**config.mk**
```make
export PLATFORM = sky130hd
export DESIGN_NAME = gain_fade_ramp
export DESIGN_NICKNAME = d
export VERILOG_FILES = /design/src/rtl/core/gfr_pkg.sv /design/src/rtl/core/gain_fade_ramp.sv /design/src/rtl/core/gfr_cfg.sv /design/src/rtl/core/gfr_mul.sv /design/src/rtl/core/gfr_div.sv
export VERILOG_INCLUDE_DIRS = /design/src /design/src/rtl/core
export SDC_FILE = /design/constraint.sdc
export NUM_CORES = 2
export LEC_CHECK = 0
export ABC_AREA = 1
export BUFFER_PORTS_ARGS = -buffer_cell sky130_fd_sc_hd__buf_4
export CAP_MARGIN = 20
export CELL_PAD_IN_SITES_DETAIL_PLACEMENT = 1
export CELL_PAD_IN_SITES_GLOBAL_PLACEMENT = 2
export CORE_AREA = 4 4 278 389
export DETAILED_ROUTE_END_ITERATION = 10
export DIE_AREA = 0 0 282 393
export PLACE_DENSITY_LB_ADDON = 0.1
export SYNTH_ARGS = -nofsm -noshare
export SYNTH_HDL_FRONTEND = slang
export SYNTH_HIERARCHICAL = 1
export SYNTH_SLANG_ARGS = --single-unit
export TNS_END_PERCENT = 100
```
**constraint.sdc**
```tcl
create_clock -name clk_i -period 6.8 [get_ports clk_i]
set_clock_uncertainty 0.15 [all_clocks]
set_input_delay 0 -clock clk_i [delete_from_list [all_inputs] [get_ports clk_i]]
set_output_delay 0 -clock clk_i [all_outputs]
set_load 0.02 [all_outputs]
```
**src/rtl/core/gain_fade_ramp_defines.svh**
```systemverilog
// ----------------------------------------------------------------------------
// Gain fade ramp assertion macros
// Concurrent assertion shorthands, clocked on clk_i and held off during reset.
// ----------------------------------------------------------------------------
`ifndef GAIN_FADE_RAMP_DEFINES_SVH
`define GAIN_FADE_RAMP_DEFINES_SVH

// same-cycle implication
`define GFR_ASSERT_IMP(name, ante, cons, msg) \
  name: assert property (@(posedge clk_i) disable iff (!rst_ni) (ante) |-> (cons)) \
    else $error(msg);

// next-cycle implication
`define GFR_ASSERT_NXT(name, ante, cons, msg) \
  name: assert property (@(posedge clk_i) disable iff (!rst_ni) (ante) |=> (cons)) \
    else $error(msg);

`endif

```
**src/rtl/core/gfr_pkg.sv**
```systemverilog
// ----------------------------------------------------------------------------
// Gain fade ramp package
// Widths, codes, shared types and helpers for the gain fade ramp block.
// ----------------------------------------------------------------------------
`default_nettype none

package gfr_pkg;

  localparam int GAIN_W   = 16;
  localparam int TIME_W   = 32;
  localparam int DT_W     = 20;
  localparam int DUR_W    = 24;
  localparam int PROD_W   = TIME_W + GAIN_W;
  localparam int MODE_W   = 2;
  localparam int FADE_W   = 2;
  localparam int ADDR_W   = 3;
  localparam int DATA_W   = 32;
  localparam int REG_BIT  = 2;

  localparam int MUL_STEPS = GAIN_W;
  localparam int DIV_STEPS = PROD_W;
  localparam int MUL_CNT_W = $clog2(MUL_STEPS);
  localparam int DIV_CNT_W = $clog2(DIV_STEPS);

  localparam logic [MODE_W-1:0] MODE_TICK = 2'd0;
  localparam logic [MODE_W-1:0] MODE_IN   = 2'd1;
  localparam logic [MODE_W-1:0] MODE_OUT  = 2'd2;
  localparam logic [MODE_W-1:0] MODE_RSVD = 2'd3;

  localparam logic [FADE_W-1:0] FADE_IDLE = 2'd0;
  localparam logic [FADE_W-1:0] FADE_IN   = 2'd1;
  localparam logic [FADE_W-1:0] FADE_DOWN = 2'd2;

  localparam logic REG_MAX_GAIN = 1'b0;
  localparam logic REG_MIN_GAIN = 1'b1;

  localparam logic [GAIN_W-1:0] GAIN_ONE  = 16'h8000;
  localparam logic [GAIN_W-1:0] GAIN_ZERO = 16'h0000;

  typedef struct packed {
    logic [GAIN_W-1:0] max_gain;
    logic [GAIN_W-1:0] min_gain;
  } cfg_t;

  typedef struct packed {
    logic              start;
    logic [TIME_W-1:0] a;
    logic [GAIN_W-1:0] b;
  } mul_req_t;

  typedef struct packed {
    logic              start;
    logic [PROD_W-1:0] dividend;
    logic [TIME_W-1:0] divisor;
  } div_req_t;

  function automatic logic [TIME_W-1:0] sat32(input logic [PROD_W-1:0] v);
    return (|v[PROD_W-1:TIME_W]) ? {TIME_W{1'b1}} : v[TIME_W-1:0];
  endfunction

endpackage

`default_nettype wire

```
**src/rtl/core/gain_fade_ramp.sv**
```systemverilog
// ----------------------------------------------------------------------------
// Gain fade ramp
// Linear gain fade engine: ticks advance the ramp, fade commands start or
// rescale it. Sequencer around a bit-serial multiplier and divider.
// ----------------------------------------------------------------------------
// Channel   Direction  Handshake                   Payload
// cfg       in         psel/penable/pwrite/pready  paddr, pwdata, prdata
// in        in         in_valid_i/in_ready_o       mode, delta_time, fade_duration,
//                                                  playing, has_source
// out       out        out_valid_o/out_ready_i     gain_out, fade_state, accepted,
//                                                  play_request
//
// One transaction in flight; the next is taken in the cycle after a result is loaded.
// Running tick with a nonzero fade length: result after a multiply then a divide.
// Rescaling fade command: up to two multiply and divide passes.
// All other transactions: result straight from decode, with no multiply or divide.
// Reset: gain 1.0, no fade, zero times, max gain 1.0, min gain 0.
// A stalled output holds the finished transaction in the final state.
// ----------------------------------------------------------------------------
`default_nettype none

`include "gain_fade_ramp_defines.svh"

module gain_fade_ramp (
  input  wire logic                        clk_i,
  input  wire logic                        rst_ni,
  input  wire logic                        psel,
  input  wire logic                        penable,
  input  wire logic                        pwrite,
  input  wire logic [gfr_pkg::ADDR_W-1:0]  paddr,
  input  wire logic [gfr_pkg::DATA_W-1:0]  pwdata,
  output logic      [gfr_pkg::DATA_W-1:0]  prdata,
  output logic                             pready,
  input  wire logic                        in_valid_i,
  output logic                             in_ready_o,
  input  wire logic [gfr_pkg::MODE_W-1:0]  mode_i,
  input  wire logic [gfr_pkg::DT_W-1:0]    delta_time_i,
  input  wire logic [gfr_pkg::DUR_W-1:0]   fade_duration_i,
  input  wire logic                        playing_i,
  input  wire logic                        has_source_i,
  output logic                             out_valid_o,
  input  wire logic                        out_ready_i,
  output logic      [gfr_pkg::GAIN_W-1:0]  gain_out_o,
  output logic      [gfr_pkg::FADE_W-1:0]  fade_state_o,
  output logic                             accepted_o,
  output logic                             play_request_o
);

  typedef enum logic [2:0] {
    ST_IDLE,
    ST_DECODE,
    ST_MUL_A,
    ST_DIV_A,
    ST_MUL_B,
    ST_DIV_B,
    ST_FIN
  } state_e;

  state_e                     state_q;
  gfr_pkg::cfg_t              cfg;
  gfr_pkg::mul_req_t          mul_req_q;
  gfr_pkg::div_req_t          div_req_q;
  logic                       mul_done;
  logic                       div_done;
  logic [gfr_pkg::PROD_W-1:0] mul_prod;
  logic [gfr_pkg::PROD_W-1:0] div_quo;

  logic [gfr_pkg::MODE_W-1:0] mode_q;
  logic [gfr_pkg::DT_W-1:0]   dt_q;
  logic [gfr_pkg::DUR_W-1:0]  dur_q;
  logic                       play_q;
  logic                       src_q;

  logic [gfr_pkg::GAIN_W-1:0] gain_q;
  logic [gfr_pkg::FADE_W-1:0] fmode_q;
  logic [gfr_pkg::TIME_W-1:0] flen_q;
  logic [gfr_pkg::TIME_W-1:0] elap_q;
  logic [gfr_pkg::GAIN_W-1:0] dfar_q;
  logic [gfr_pkg::GAIN_W-1:0] dnear_q;
  logic                       near_q;
  logic                       acc_q;
  logic                       req_q;

  logic                       out_valid_q;
  logic [gfr_pkg::GAIN_W-1:0] out_gain_q;
  logic [gfr_pkg::FADE_W-1:0] out_fade_q;
  logic                       out_acc_q;
  logic                       out_req_q;

  logic [gfr_pkg::GAIN_W-1:0] lo;
  logic [gfr_pkg::GAIN_W-1:0] hi;
  logic [gfr_pkg::GAIN_W-1:0] span;
  logic [gfr_pkg::TIME_W:0]   elap_sum;
  logic [gfr_pkg::TIME_W-1:0] elap_new;
  logic [gfr_pkg::TIME_W-1:0] quo_sat;
  logic                       over;
  logic                       tick_run;
  logic                       in_resc;
  logic                       out_resc;
  logic                       far_ok;
  logic                       near_ok;
  logic [gfr_pkg::GAIN_W-1:0] dist_far;
  logic [gfr_pkg::GAIN_W-1:0] dist_near;
  logic                       far_go;
  logic [gfr_pkg::TIME_W-1:0] dur_ext;
  logic                       mul_wait;
  logic                       div_wait;

  gfr_cfg u_cfg (
    .clk_i   (clk_i),
    .rst_ni  (rst_ni),
    .psel    (psel),
    .penable (penable),
    .pwrite  (pwrite),
    .paddr   (paddr),
    .pwdata  (pwdata),
    .prdata  (prdata),
    .pready  (pready),
    .cfg_o   (cfg)
  );

  gfr_mul u_mul (
    .clk_i  (clk_i),
    .rst_ni (rst_ni),
    .req_i  (mul_req_q),
    .done_o (mul_done),
    .prod_o (mul_prod)
  );

  gfr_div u_div (
    .clk_i  (clk_i),
    .rst_ni (rst_ni),
    .req_i  (div_req_q),
    .done_o (div_done),
    .quo_o  (div_quo)
  );

  always_comb begin
    hi       = cfg.max_gain;
    lo       = (cfg.min_gain > cfg.max_gain) ? cfg.max_gain : cfg.min_gain;
    span     = hi - lo;
    elap_sum = {1'b0, elap_q} + {{(gfr_pkg::TIME_W + 1 - gfr_pkg::DT_W){1'b0}}, dt_q};
    elap_new = elap_sum[gfr_pkg::TIME_W] ? {gfr_pkg::TIME_W{1'b1}}
                                         : elap_sum[gfr_pkg::TIME_W-1:0];
    quo_sat  = gfr_pkg::sat32(div_quo);
    over     = (|div_quo[gfr_pkg::PROD_W-1:gfr_pkg::GAIN_W]) ||
               (div_quo[gfr_pkg::GAIN_W-1:0] > span);
    dur_ext  = {{(gfr_pkg::TIME_W - gfr_pkg::DUR_W){1'b0}}, dur_q};
    tick_run = src_q && ((fmode_q == gfr_pkg::FADE_IN) || (fmode_q == gfr_pkg::FADE_DOWN));
    in_resc  = play_q && (gain_q != hi) &&
               ((fmode_q == gfr_pkg::FADE_IDLE) || (fmode_q == gfr_pkg::FADE_DOWN));
    out_resc = play_q && (gain_q != lo) &&
               ((fmode_q == gfr_pkg::FADE_IDLE) || (fmode_q == gfr_pkg::FADE_IN));
    if (mode_q == gfr_pkg::MODE_IN) begin
      far_ok    = gain_q < hi;
      dist_far  = hi - gain_q;
      near_ok   = gain_q >= lo;
      dist_near = gain_q - lo;
    end else begin
      far_ok    = gain_q > lo;
      dist_far  = gain_q - lo;
      near_ok   = gain_q <= hi;
      dist_near = hi - gain_q;
    end
    far_go = far_ok && (dist_far != '0);
  end

  always_ff @(posedge clk_i or negedge rst_ni) begin
    if (!rst_ni) begin
      state_q     <= ST_IDLE;
      mul_req_q   <= '0;
      div_req_q   <= '0;
      mode_q      <= gfr_pkg::MODE_TICK;
      dt_q        <= '0;
      dur_q       <= '0;
      play_q      <= 1'b0;
      src_q       <= 1'b0;
      gain_q      <= gfr_pkg::GAIN_ONE;
      fmode_q     <= gfr_pkg::FADE_IDLE;
      flen_q      <= '0;
      elap_q      <= '0;
      dfar_q      <= '0;
      dnear_q     <= '0;
      near_q      <= 1'b0;
      acc_q       <= 1'b0;
      req_q       <= 1'b0;
      out_valid_q <= 1'b0;
      out_gain_q  <= '0;
      out_fade_q  <= gfr_pkg::FADE_IDLE;
      out_acc_q   <= 1'b0;
      out_req_q   <= 1'b0;
    end else begin
      mul_req_q.start <= 1'b0;
      div_req_q.start <= 1'b0;
      if (out_valid_q && out_ready_i) begin
        out_valid_q <= 1'b0;
      end

      unique case (state_q)
        ST_IDLE: begin
          if (in_valid_i) begin
            mode_q  <= mode_i;
            dt_q    <= delta_time_i;
            dur_q   <= fade_duration_i;
            play_q  <= playing_i;
            src_q   <= has_source_i;
            state_q <= ST_DECODE;
          end
        end

        ST_DECODE: begin
          acc_q   <= 1'b0;
          req_q   <= 1'b0;
          state_q <= ST_FIN;
          unique case (mode_q)
            gfr_pkg::MODE_TICK: begin
              if (tick_run) begin
                elap_q <= elap_new;
                if (flen_q == '0) begin
                  gain_q  <= (fmode_q == gfr_pkg::FADE_IN) ? hi : lo;
                  fmode_q <= gfr_pkg::FADE_IDLE;
                end else begin
                  mul_req_q <= '{start: 1'b1, a: elap_new, b: span};
                  state_q   <= ST_MUL_A;
                end
              end
            end
            gfr_pkg::MODE_IN, gfr_pkg::MODE_OUT: begin
              if ((mode_q == gfr_pkg::MODE_IN) ? in_resc : out_resc) begin
                fmode_q <= (mode_q == gfr_pkg::MODE_IN) ? gfr_pkg::FADE_IN
                                                         : gfr_pkg::FADE_DOWN;
                acc_q   <= 1'b1;
                if (!far_go) begin
                  flen_q <= dur_ext;
                  elap_q <= dur_ext;
                end else begin
                  dfar_q    <= dist_far;
                  dnear_q   <= dist_near;
                  near_q    <= near_ok && (span != '0);
                  mul_req_q <= '{start: 1'b1, a: dur_ext, b: span};
                  state_q   <= ST_MUL_A;
                end
              end else if (mode_q == gfr_pkg::MODE_IN) begin
                fmode_q <= gfr_pkg::FADE_IN;
                flen_q  <= dur_ext;
                elap_q  <= '0;
                gain_q  <= lo;
                req_q   <= 1'b1;
                acc_q   <= play_q;
              end
            end
            default: ;
          endcase
        end

        ST_MUL_A: begin
          if (mul_done) begin
            div_req_q.start    <= 1'b1;
            div_req_q.dividend <= mul_prod;
            div_req_q.divisor  <= (mode_q == gfr_pkg::MODE_TICK) ? flen_q
                : {{(gfr_pkg::TIME_W - gfr_pkg::GAIN_W){1'b0}}, dfar_q};
            state_q <= ST_DIV_A;
          end
        end

        ST_DIV_A: begin
          if (div_done) begin
            state_q <= ST_FIN;
            if (mode_q == gfr_pkg::MODE_TICK) begin
              if (over) begin
                gain_q  <= (fmode_q == gfr_pkg::FADE_IN) ? hi : lo;
                fmode_q <= gfr_pkg::FADE_IDLE;
              end else begin
                gain_q <= (fmode_q == gfr_pkg::FADE_IN)
                          ? lo + div_quo[gfr_pkg::GAIN_W-1:0]
                          : hi - div_quo[gfr_pkg::GAIN_W-1:0];
              end
            end else begin
              flen_q <= quo_sat;
              if (near_q) begin
                mul_req_q <= '{start: 1'b1, a: quo_sat, b: dnear_q};
                state_q   <= ST_MUL_B;
              end else begin
                elap_q <= '0;
              end
            end
          end
        end

        ST_MUL_B: begin
          if (mul_done) begin
            div_req_q.start    <= 1'b1;
            div_req_q.dividend <= mul_prod;
            div_req_q.divisor  <= {{(gfr_pkg::TIME_W - gfr_pkg::GAIN_W){1'b0}}, span};
            state_q            <= ST_DIV_B;
          end
        end

        ST_DIV_B: begin
          if (div_done) begin
            elap_q  <= quo_sat;
            state_q <= ST_FIN;
          end
        end

        ST_FIN: begin
          if (!out_valid_q || out_ready_i) begin
            out_valid_q <= 1'b1;
            out_gain_q  <= gain_q;
            out_fade_q  <= fmode_q;
            out_acc_q   <= acc_q;
            out_req_q   <= req_q;
            state_q     <= ST_IDLE;
          end
        end

        default: state_q <= ST_IDLE;
      endcase
    end
  end

  assign in_ready_o     = (state_q == ST_IDLE);
  assign out_valid_o    = out_valid_q;
  assign gain_out_o     = out_gain_q;
  assign fade_state_o   = out_fade_q;
  assign accepted_o     = out_acc_q;
  assign play_request_o = out_req_q;

  assign mul_wait = (state_q == ST_MUL_A) || (state_q == ST_MUL_B);
  assign div_wait = (state_q == ST_DIV_A) || (state_q == ST_DIV_B);

  `GFR_ASSERT_NXT(a_accept_decode, in_valid_i && in_ready_o, state_q == ST_DECODE, "no decode")
  `GFR_ASSERT_IMP(a_mul_done_state, mul_done, mul_wait, "product outside a multiply state")
  `GFR_ASSERT_IMP(a_div_done_state, div_done, div_wait, "quotient outside a divide state")
  `GFR_ASSERT_IMP(a_out_from_fin, $rose(out_valid_o), $past(state_q == ST_FIN), "stray result")

endmodule

`default_nettype wire

```
**src/rtl/core/gfr_cfg.sv**
```systemverilog
// ----------------------------------------------------------------------------
// Gain fade ramp register file
// APB-style access to the gain limit registers.
// ----------------------------------------------------------------------------
`default_nettype none

module gfr_cfg (
  input  wire logic                       clk_i,
  input  wire logic                       rst_ni,
  input  wire logic                       psel,
  input  wire logic                       penable,
  input  wire logic                       pwrite,
  input  wire logic [gfr_pkg::ADDR_W-1:0] paddr,
  input  wire logic [gfr_pkg::DATA_W-1:0] pwdata,
  output logic      [gfr_pkg::DATA_W-1:0] prdata,
  output logic                            pready,
  output gfr_pkg::cfg_t                   cfg_o
);

  logic [gfr_pkg::GAIN_W-1:0] max_gain_q;
  logic [gfr_pkg::GAIN_W-1:0] min_gain_q;
  logic                       wr_en;
  logic                       reg_sel;

  assign wr_en   = psel & penable & pwrite;
  assign reg_sel = paddr[gfr_pkg::REG_BIT];
  assign pready  = 1'b1;

  always_ff @(posedge clk_i or negedge rst_ni) begin
    if (!rst_ni) begin
      max_gain_q <= gfr_pkg::GAIN_ONE;
      min_gain_q <= gfr_pkg::GAIN_ZERO;
    end else if (wr_en) begin
      unique case (reg_sel)
        gfr_pkg::REG_MAX_GAIN: max_gain_q <= pwdata[gfr_pkg::GAIN_W-1:0];
        gfr_pkg::REG_MIN_GAIN: min_gain_q <= pwdata[gfr_pkg::GAIN_W-1:0];
        default: ;
      endcase
    end
  end

  always_comb begin
    unique case (reg_sel)
      gfr_pkg::REG_MAX_GAIN:
        prdata = {{(gfr_pkg::DATA_W-gfr_pkg::GAIN_W){1'b0}}, max_gain_q};
      default:
        prdata = {{(gfr_pkg::DATA_W-gfr_pkg::GAIN_W){1'b0}}, min_gain_q};
    endcase
  end

  assign cfg_o.max_gain = max_gain_q;
  assign cfg_o.min_gain = min_gain_q;

endmodule

`default_nettype wire

```
**src/rtl/core/gfr_mul.sv**
```systemverilog
// ----------------------------------------------------------------------------
// Gain fade ramp serial multiplier
// Shift-add multiplier, one bit of the gain operand per cycle.
// ----------------------------------------------------------------------------
`default_nettype none

module gfr_mul (
  input  wire logic                          clk_i,
  input  wire logic                          rst_ni,
  input  wire gfr_pkg::mul_req_t             req_i,
  output logic                               done_o,
  output logic      [gfr_pkg::PROD_W-1:0]    prod_o
);

  logic                          busy_q;
  logic                          done_q;
  logic [gfr_pkg::MUL_CNT_W-1:0] cnt_q;
  logic [gfr_pkg::TIME_W-1:0]    a_q;
  logic [gfr_pkg::TIME_W-1:0]    hi_q;
  logic [gfr_pkg::GAIN_W-1:0]    lo_q;
  logic [gfr_pkg::TIME_W-1:0]    addend;
  logic [gfr_pkg::TIME_W:0]      sum;

  assign addend = lo_q[0] ? a_q : '0;
  assign sum    = {1'b0, hi_q} + {1'b0, addend};

  always_ff @(posedge clk_i or negedge rst_ni) begin
    if (!rst_ni) begin
      busy_q <= 1'b0;
      done_q <= 1'b0;
      cnt_q  <= '0;
      a_q    <= '0;
      hi_q   <= '0;
      lo_q   <= '0;
    end else if (req_i.start) begin
      busy_q <= 1'b1;
      done_q <= 1'b0;
      cnt_q  <= '0;
      a_q    <= req_i.a;
      hi_q   <= '0;
      lo_q   <= req_i.b;
    end else if (busy_q) begin
      hi_q  <= sum[gfr_pkg::TIME_W:1];
      lo_q  <= {sum[0], lo_q[gfr_pkg::GAIN_W-1:1]};
      cnt_q <= cnt_q + 1'b1;
      if (cnt_q == gfr_pkg::MUL_CNT_W'(gfr_pkg::MUL_STEPS - 1)) begin
        busy_q <= 1'b0;
        done_q <= 1'b1;
      end
    end else begin
      done_q <= 1'b0;
    end
  end

  assign done_o = done_q;
  assign prod_o = {hi_q, lo_q};

endmodule

`default_nettype wire

```
**src/rtl/core/gfr_div.sv**
```systemverilog
// ----------------------------------------------------------------------------
// Gain fade ramp serial divider
// Restoring divider, one quotient bit per cycle.
// ----------------------------------------------------------------------------
`default_nettype none

module gfr_div (
  input  wire logic                          clk_i,
  input  wire logic                          rst_ni,
  input  wire gfr_pkg::div_req_t             req_i,
  output logic                               done_o,
  output logic      [gfr_pkg::PROD_W-1:0]    quo_o
);

  logic                          busy_q;
  logic                          done_q;
  logic [gfr_pkg::DIV_CNT_W-1:0] cnt_q;
  logic [gfr_pkg::PROD_W-1:0]    dvd_q;
  logic [gfr_pkg::TIME_W-1:0]    rem_q;
  logic [gfr_pkg::TIME_W-1:0]    dvs_q;
  logic [gfr_pkg::TIME_W:0]      part;
  logic [gfr_pkg::TIME_W:0]      trial;
  logic                          ge;

  assign part  = {rem_q, dvd_q[gfr_pkg::PROD_W-1]};
  assign trial = part - {1'b0, dvs_q};
  assign ge    = part >= {1'b0, dvs_q};

  always_ff @(posedge clk_i or negedge rst_ni) begin
    if (!rst_ni) begin
      busy_q <= 1'b0;
      done_q <= 1'b0;
      cnt_q  <= '0;
      dvd_q  <= '0;
      rem_q  <= '0;
      dvs_q  <= '0;
    end else if (req_i.start) begin
      busy_q <= 1'b1;
      done_q <= 1'b0;
      cnt_q  <= '0;
      dvd_q  <= req_i.dividend;
      rem_q  <= '0;
      dvs_q  <= req_i.divisor;
    end else if (busy_q) begin
      rem_q <= ge ? trial[gfr_pkg::TIME_W-1:0] : part[gfr_pkg::TIME_W-1:0];
      dvd_q <= {dvd_q[gfr_pkg::PROD_W-2:0], ge};
      cnt_q <= cnt_q + 1'b1;
      if (cnt_q == gfr_pkg::DIV_CNT_W'(gfr_pkg::DIV_STEPS - 1)) begin
        busy_q <= 1'b0;
        done_q <= 1'b1;
      end
    end else begin
      done_q <= 1'b0;
    end
  end

  assign done_o = done_q;
  assign quo_o  = dvd_q;

endmodule

`default_nettype wire
```
# Yosys cells after proc, flatten, opt, wreduce, memory -nomap -nowiden

Index checks and enable logic that the tools add are counted.

Input port bits: 90
Bits in registers: 557
Word-level logic and storage cells: 248

Add/sub/neg operators: 10
Multiplexer cells: 108
Eq/ne operators: 40
Magnitude comparators: 7
Reduce and logical (&&, ||, !) cells: 40
Bitwise gates (word level): 3

Operators by type and width:

| operator           | count |
|---|---|
| $mux 32            | 22 |
| $mux 49            | 7 |
| $mux 16            | 15 |
| $pmux 49 s2        | 2 |
| $mux 81            | 2 |
| $pmux 81 s2        | 1 |
| $pmux 32 s2        | 2 |
| $mux 48            | 2 |
| $pmux 32 s3        | 1 |
| $pmux 16 s2        | 2 |
| $sub 16x16->16     | 4 |
| $gt 16x16->1       | 3 |
| $ne 3x3->1 const B | 12 |
| $add 32x20->33     | 1 |
| $add 32x32->33     | 1 |
| $ge 33x32->1       | 1 |
| $logic_not 32->1   | 1 |
| $ne 16x16->1       | 2 |
| $reduce_bool 16->1 | 2 |
| $reduce_or 32->1   | 1 |
| $sub 32x32->32     | 1 |
| $mux 3             | 10 |
| $mux 1             | 24 |
| $pmux 3 s7         | 1 |
| 38 further kinds   | 88 |

# Longest topological paths before layout

Word-level depth: 10
Depth in mapped cells: 46
Mapped depth without buffers: 42

# Modules after synthesis

The synthesis kept the hierarchy.

Modules (own cells, without submodules):

| module         | area each (um^2) | cells each | instances |
|---|---|---|---|
| gain_fade_ramp | 22031.1          | 3090       | 1 |
| gfr_div        | 7862.5           | 1154       | 1 |
| gfr_mul        | 5989.5           | 945        | 1 |
| gfr_cfg        | 1629.1           | 213        | 1 |

# Worst setup path before layout

Ideal clock, no wire load.

Path type: reg-to-reg
From: reg u_cfg/max_gain_q[15] (netlist name)
To: reg gain_q[7] (netlist name)
Stages on the path, launching flop included: 41
Library setup time: 126 ps
Period minus slack after synthesis: 5701 ps
Path buffers: 4
Setup slack: 1099 ps
Data arrival time: 5424 ps
Cells stage by stage: dfstp_2 -> inv_1 -> ha_1 -> nand2_1 -> nor3_4 -> nand2_2 -> nand2_4 -> nand2_4 -> buf_6 -> buf_6 -> clkbuf_1 -> o21ai_0 -> inv_1 -> ha_1 -> a21oi_1 -> nand2_1 -> nand2_1 -> inv_1 -> [... 5 more ...] -> o21ai_0 -> a21o_1 -> xor2_1 -> ha_1 -> nand4_1 -> nor2_1 -> nand2_1 -> nor2_1 -> nand3_1 -> nand2_1 -> inv_2 -> nand2_2 -> nand2_4 -> nand2_4 -> buf_6 -> nand2_1 -> nand3_1 -> a21oi_1

Cells in the longest elaborated chain, start to end: 9
Elaborated cells on any way between the ends: 26
Classes of those cells: add/sub: 2; order compare: 2; eq/ne: 3; mux: 13; reduce/logical: 6

RTL lines:

| item                   | line                  | source |
|---|---|---|
| from (decl)            | gfr_cfg.sv:20         | `logic [gfr_pkg::GAIN_W-1:0] max_gain_q;` |
| from (signal assigned) | gfr_cfg.sv:31         | `max_gain_q <= gfr_pkg::GAIN_ONE;` |
| from (signal assigned) | gfr_cfg.sv:35         | `gfr_pkg::REG_MAX_GAIN: max_gain_q <= pwdata[gfr_pkg::GAIN_W-1:0];` |
| $gt 16x16->1           | gain_fade_ramp.sv:140 | `lo = (cfg.min_gain > cfg.max_gain) ? cfg.max_gain : cfg.min_gain;` |
| $mux 16                | gain_fade_ramp.sv:140 |  |
| $sub 16x16->16         | gain_fade_ramp.sv:141 | `span = hi - lo;` |
| $gt 16x16->1           | gain_fade_ramp.sv:147 | `(div_quo[gfr_pkg::GAIN_W-1:0] > span);` |
| $logic_or 1x1->1       | gain_fade_ramp.sv:146 | `over = (\|div_quo[gfr_pkg::PROD_W-1:gfr_pkg::GAIN_W]) \|\|` |
| $mux 16                | gain_fade_ramp.sv:270 | `if (over) begin` |
| $mux 16                | gain_fade_ramp.sv:269 | `if (mode_q == gfr_pkg::MODE_TICK) begin` |
| $mux 16                | gain_fade_ramp.sv:267 | `if (div_done) begin` |
| $pmux 16 s2            | gain_fade_ramp.sv:199 | `unique case (state_q)` |
| to (signal assigned)   | gain_fade_ramp.sv:220 | `gain_q <= (fmode_q == gfr_pkg::FADE_IN) ? hi : lo;` |
| to (signal assigned)   | gain_fade_ramp.sv:271 | `gain_q <= (fmode_q == gfr_pkg::FADE_IN) ? hi : lo;` |
| to (signal assigned)   | gain_fade_ramp.sv:274 | `gain_q <= (fmode_q == gfr_pkg::FADE_IN)` |
| to (decl)              | gain_fade_ramp.sv:74  | `logic [gfr_pkg::GAIN_W-1:0] gain_q;` |

Several ways; a longest one is shown, not always the timed one. The select of a mux whose other input is x is not followed.
A chain may end at the register's enable or synchronous reset.

# Worst setup path after layout

From: reg u_cfg/max_gain_q[15] (netlist name)
To: reg gain_q[14] (netlist name)

The elaborated chain is that of the path after synthesis.

==> flow_summary.ini <==
[outcome]
status = finished clean

[final_layout]
area_growth_pct = 16.9
fin_nets = 5943
num_antenna_cells = 0
fill_cells = 13133
final_layout_size_suffix_gt1_share_pct = 7.94
finish.utilization_pct = 41.8

[route]
wl_um = 153000
ant_nets = 0
wl_per_cell_um = 21.6
first_iter_violations = 1848
drcViolationCount = 0
vias = 36411
routed_via_density = 5.15
first_pass_iters = 5

[setup_path]
path_max_fanout = 18
crit_arrival_ns = 6.52
reg2reg_slack_ns = 0.67
cp-start-kind = flip-flop
critical_path_class = reg2reg
cp.buffers_inverters = 5
rr_endpoint = gain_q[14]
max_stage_delay_ns = 0.52
rr_startpoint = u_cfg/max_gain_q[15]
required_ns = 7.19
end_kind = flip-flop
slowest_stage = dfstp_2
cp_top_family = simple AND/OR/NAND/NOR gates
r2r_cells = 37
cpMostUsedCell = nand2_1

[yosys]
async_reset_ff_share_pct = 100
synthCells = 5402
syn_area_mm2 = 0.0375
synthDistinctLibCells = 67
synth-seq-cells = 557
avgSynthCellArea_um2 = 6.94
synth-main-ff-cell = dfrtp_1
synth_edf_count = 0
yosys_warnings = 6
seq_area_frac_synth_pct = 37.2

[worst_hold_path]
hold_end = u_cfg/max_gain_q[8]
hold_depth = 4
hold_class = in2reg
worstHoldStart = pwdata[8]

[global_routing]
grt-ovfl-total = 0
antenna_found_initial = 0
first_global_vias = 38580
grt_pass1_wl_um = 235000
grt_max_degree = 145
grt_util_all_layers_pct = 27.6

[place]
gp_congestion = 0.906
dpl.hpwl_um = 115000
port_buffers = 109
place_ws_ns = 0.650

[sta]
max_freq_ghz = 0.163
fin_ws_ns = 0.665
tns_ns = 0
fin_crit_ns = 6.13
maxSlewViolCount = 0
worstMarginPinSlew_ns = 1.05
setup_viol = 0
relSlewSlack_pct = 29.9
grt_setup_unrepaired = false
hold_viol = 0
finalCritPeriodShare_pct = 90.2

[clock_tree]
ctsHtreeMaxLevel = 3
cts_hold_buf = 200
root_buffer = clkbuf_16
postCtsSetupBuffers = 0
cts_tree = done
ctsResizeCount = 0
cts_made_buffers = 66
cts_sinks = 557
clk_pin_slew_worst_paths_ns = 0.07
clockBufferDepth = 3
clk_latency_ns = 0.66

[floorplan]
design.die.area_mm2 = 0.111
pin_count = 145
die_y_um = 393
core_area_mm2 = 0.105
initial_core_util_pct = 35.7
die_x_um = 282
rows = 141

[job]
maxCapViolCount = 0

[power]
power_density_mw_per_mm2 = 373
leakage_nw = 23.3
max-vdd-ir-drop_mv = 0.371
## per-layer routing
metal	routed length [µm]	GRT usage, %	vias up
li1	-	-	17797
met1	64300	33.6	17865
met4	5440	9.60	0
met3	4120	2.61	201
met5	0	0	-
met2	78700	50.6	548
## report_power, final
part           switching, mW  internal (mW)  total, mW
logic                   5.81           2.57       8.37
clock network           1.59           2.03       3.61
registers              0.495           3.88       4.37
## cell usage after synthesis (all sizes together), types with 17 or more instances
master	instances	area, µm²
a21oi	204	1030
a22oi	20	150
a32o	18	180
buf	89	624
clkbuf	120	450
dfrtp	555	13900
ha	184	2300
inv	681	2570
mux2	25	282
nand2	2054	7850
nand3	354	1870
nand3b	17	128
nand4	68	440
nor2	330	1320
nor3	64	342
nor4	22	153
o211ai	36	270
o21ai	297	1490
o21bai	19	143
o221ai	31	272
o22ai	20	125
or2	27	169
xnor2	31	272
xor2	40	350
## state kept, by name (all words and copies together) (netlist names), 20 cells and up
name,cells
u_div/rem_q,32
elap_q,32
u_mul/a_q,32
u_mul/hi_q,32
dur_q,24
div_req_q,81
flen_q,32
dt_q,20
u_div/quo_o,48
u_div/dvs_q,32
mul_req_q,49
## placed cells by master (no fill, tap or decap), types with 8 or more instances in the layout
cell and count:
o22ai_1 20, o21ai_0 247, nand3b_1 17, inv_1 659
xor2_1 40, o211ai_1 36, clkbuf_16 66, clkbuf_1 15
o21bai_1 19, conb_1 17, clkbuf_8 13, o21ai_1 48
or2_2 24, nand2_2 32, dlygate4sd3_1 199, dfrtp_1 553
nor2_2 20, buf_4 177, o311ai_0 9, nand4_1 67
a32o_1 18, nor3_1 61, nand2_1 2014, inv_2 20
xnor2_1 31, nor4_1 20, a22oi_1 20, ha_1 184
and2_1 9, o221ai_1 31, nor2_1 303, mux2_2 25
o31ai_1 12, a211oi_1 9, a21oi_1 201, nand3_2 15
fa_1 8, nand3_1 337
## stage by stage
stage / instance area (µm²) / std cells / total power [mW] / hold WS (ns)
6_report: 43900 / 7064 / 16.4 / 0.0775
5_1_grt: 43900 / 7064 / 17.5 / 0.102
4_1_cts: 43800 / 7061 / 16.3 / 0.00330
3_5_place_dp: 39700 / 6748 / 12.4 / -0.0943
3_3_place_gp: 39600 / 6746 / 12.3 / -0.0953
2_1_floorplan: 37600 / 5417 / 9.53 / -0.446
## worst register-to-register path: cells and delay by family, from the launching register on
kind                     cells  cell delay, ns
AO/OA/AOI/OAI                6            1.15
XOR/XNOR                     1            0.13
adder cells (fa/ha/maj)      3            0.90
buffers and inverters        5            0.46
flip-flops                   1            0.52
AND/OR/NAND/NOR             22            2.73
## cells by family after synthesis
logic type | after synthesis | share of synthesized area [%]
multiplexers | 25 | 0.750
AO/OA/AOI/OAI | 712 | 11.2
XOR/XNOR | 71 | 1.66
other | 2 | 0.0200
adder cells (fa/ha/maj) | 192 | 6.56
buffers and inverters | 896 | 9.77
flip-flops | 557 | 37.2
AND/OR/NAND/NOR | 2947 | 32.9
## how the worst max path moves through the flow
stage	from	endpoint	slack, ns	cells after the start
final	u_cfg/max_gain_q[15]	gain_q[14]	0.67	37
after floorplan	u_cfg/max_gain_q[15]	gain_q[7]	1.10	40
after CTS	u_cfg/max_gain_q[15]	gain_q[7]	0.65	35
after detailed placement	u_cfg/max_gain_q[15]	gain_q[7]	0.65	35
after global routing	u_cfg/max_gain_q[15]	gain_q[2]	0.03	37
after global placement	u_cfg/max_gain_q[15]	gain_q[12]	0.77	37
## final cells by class
class	instances	area (µm²)	share of cell area, %
inverters	687	2590	5.90
multi-input cells	3964	20000	45.6
flip-flops and latches	557	13900	31.8
repair buffers	385	3500	7.98
clock inverters	19	224	0.511
clock buffers	94	1890	4.30
well taps	1358	1700	3.87
(Power assumes the default switching activity.)
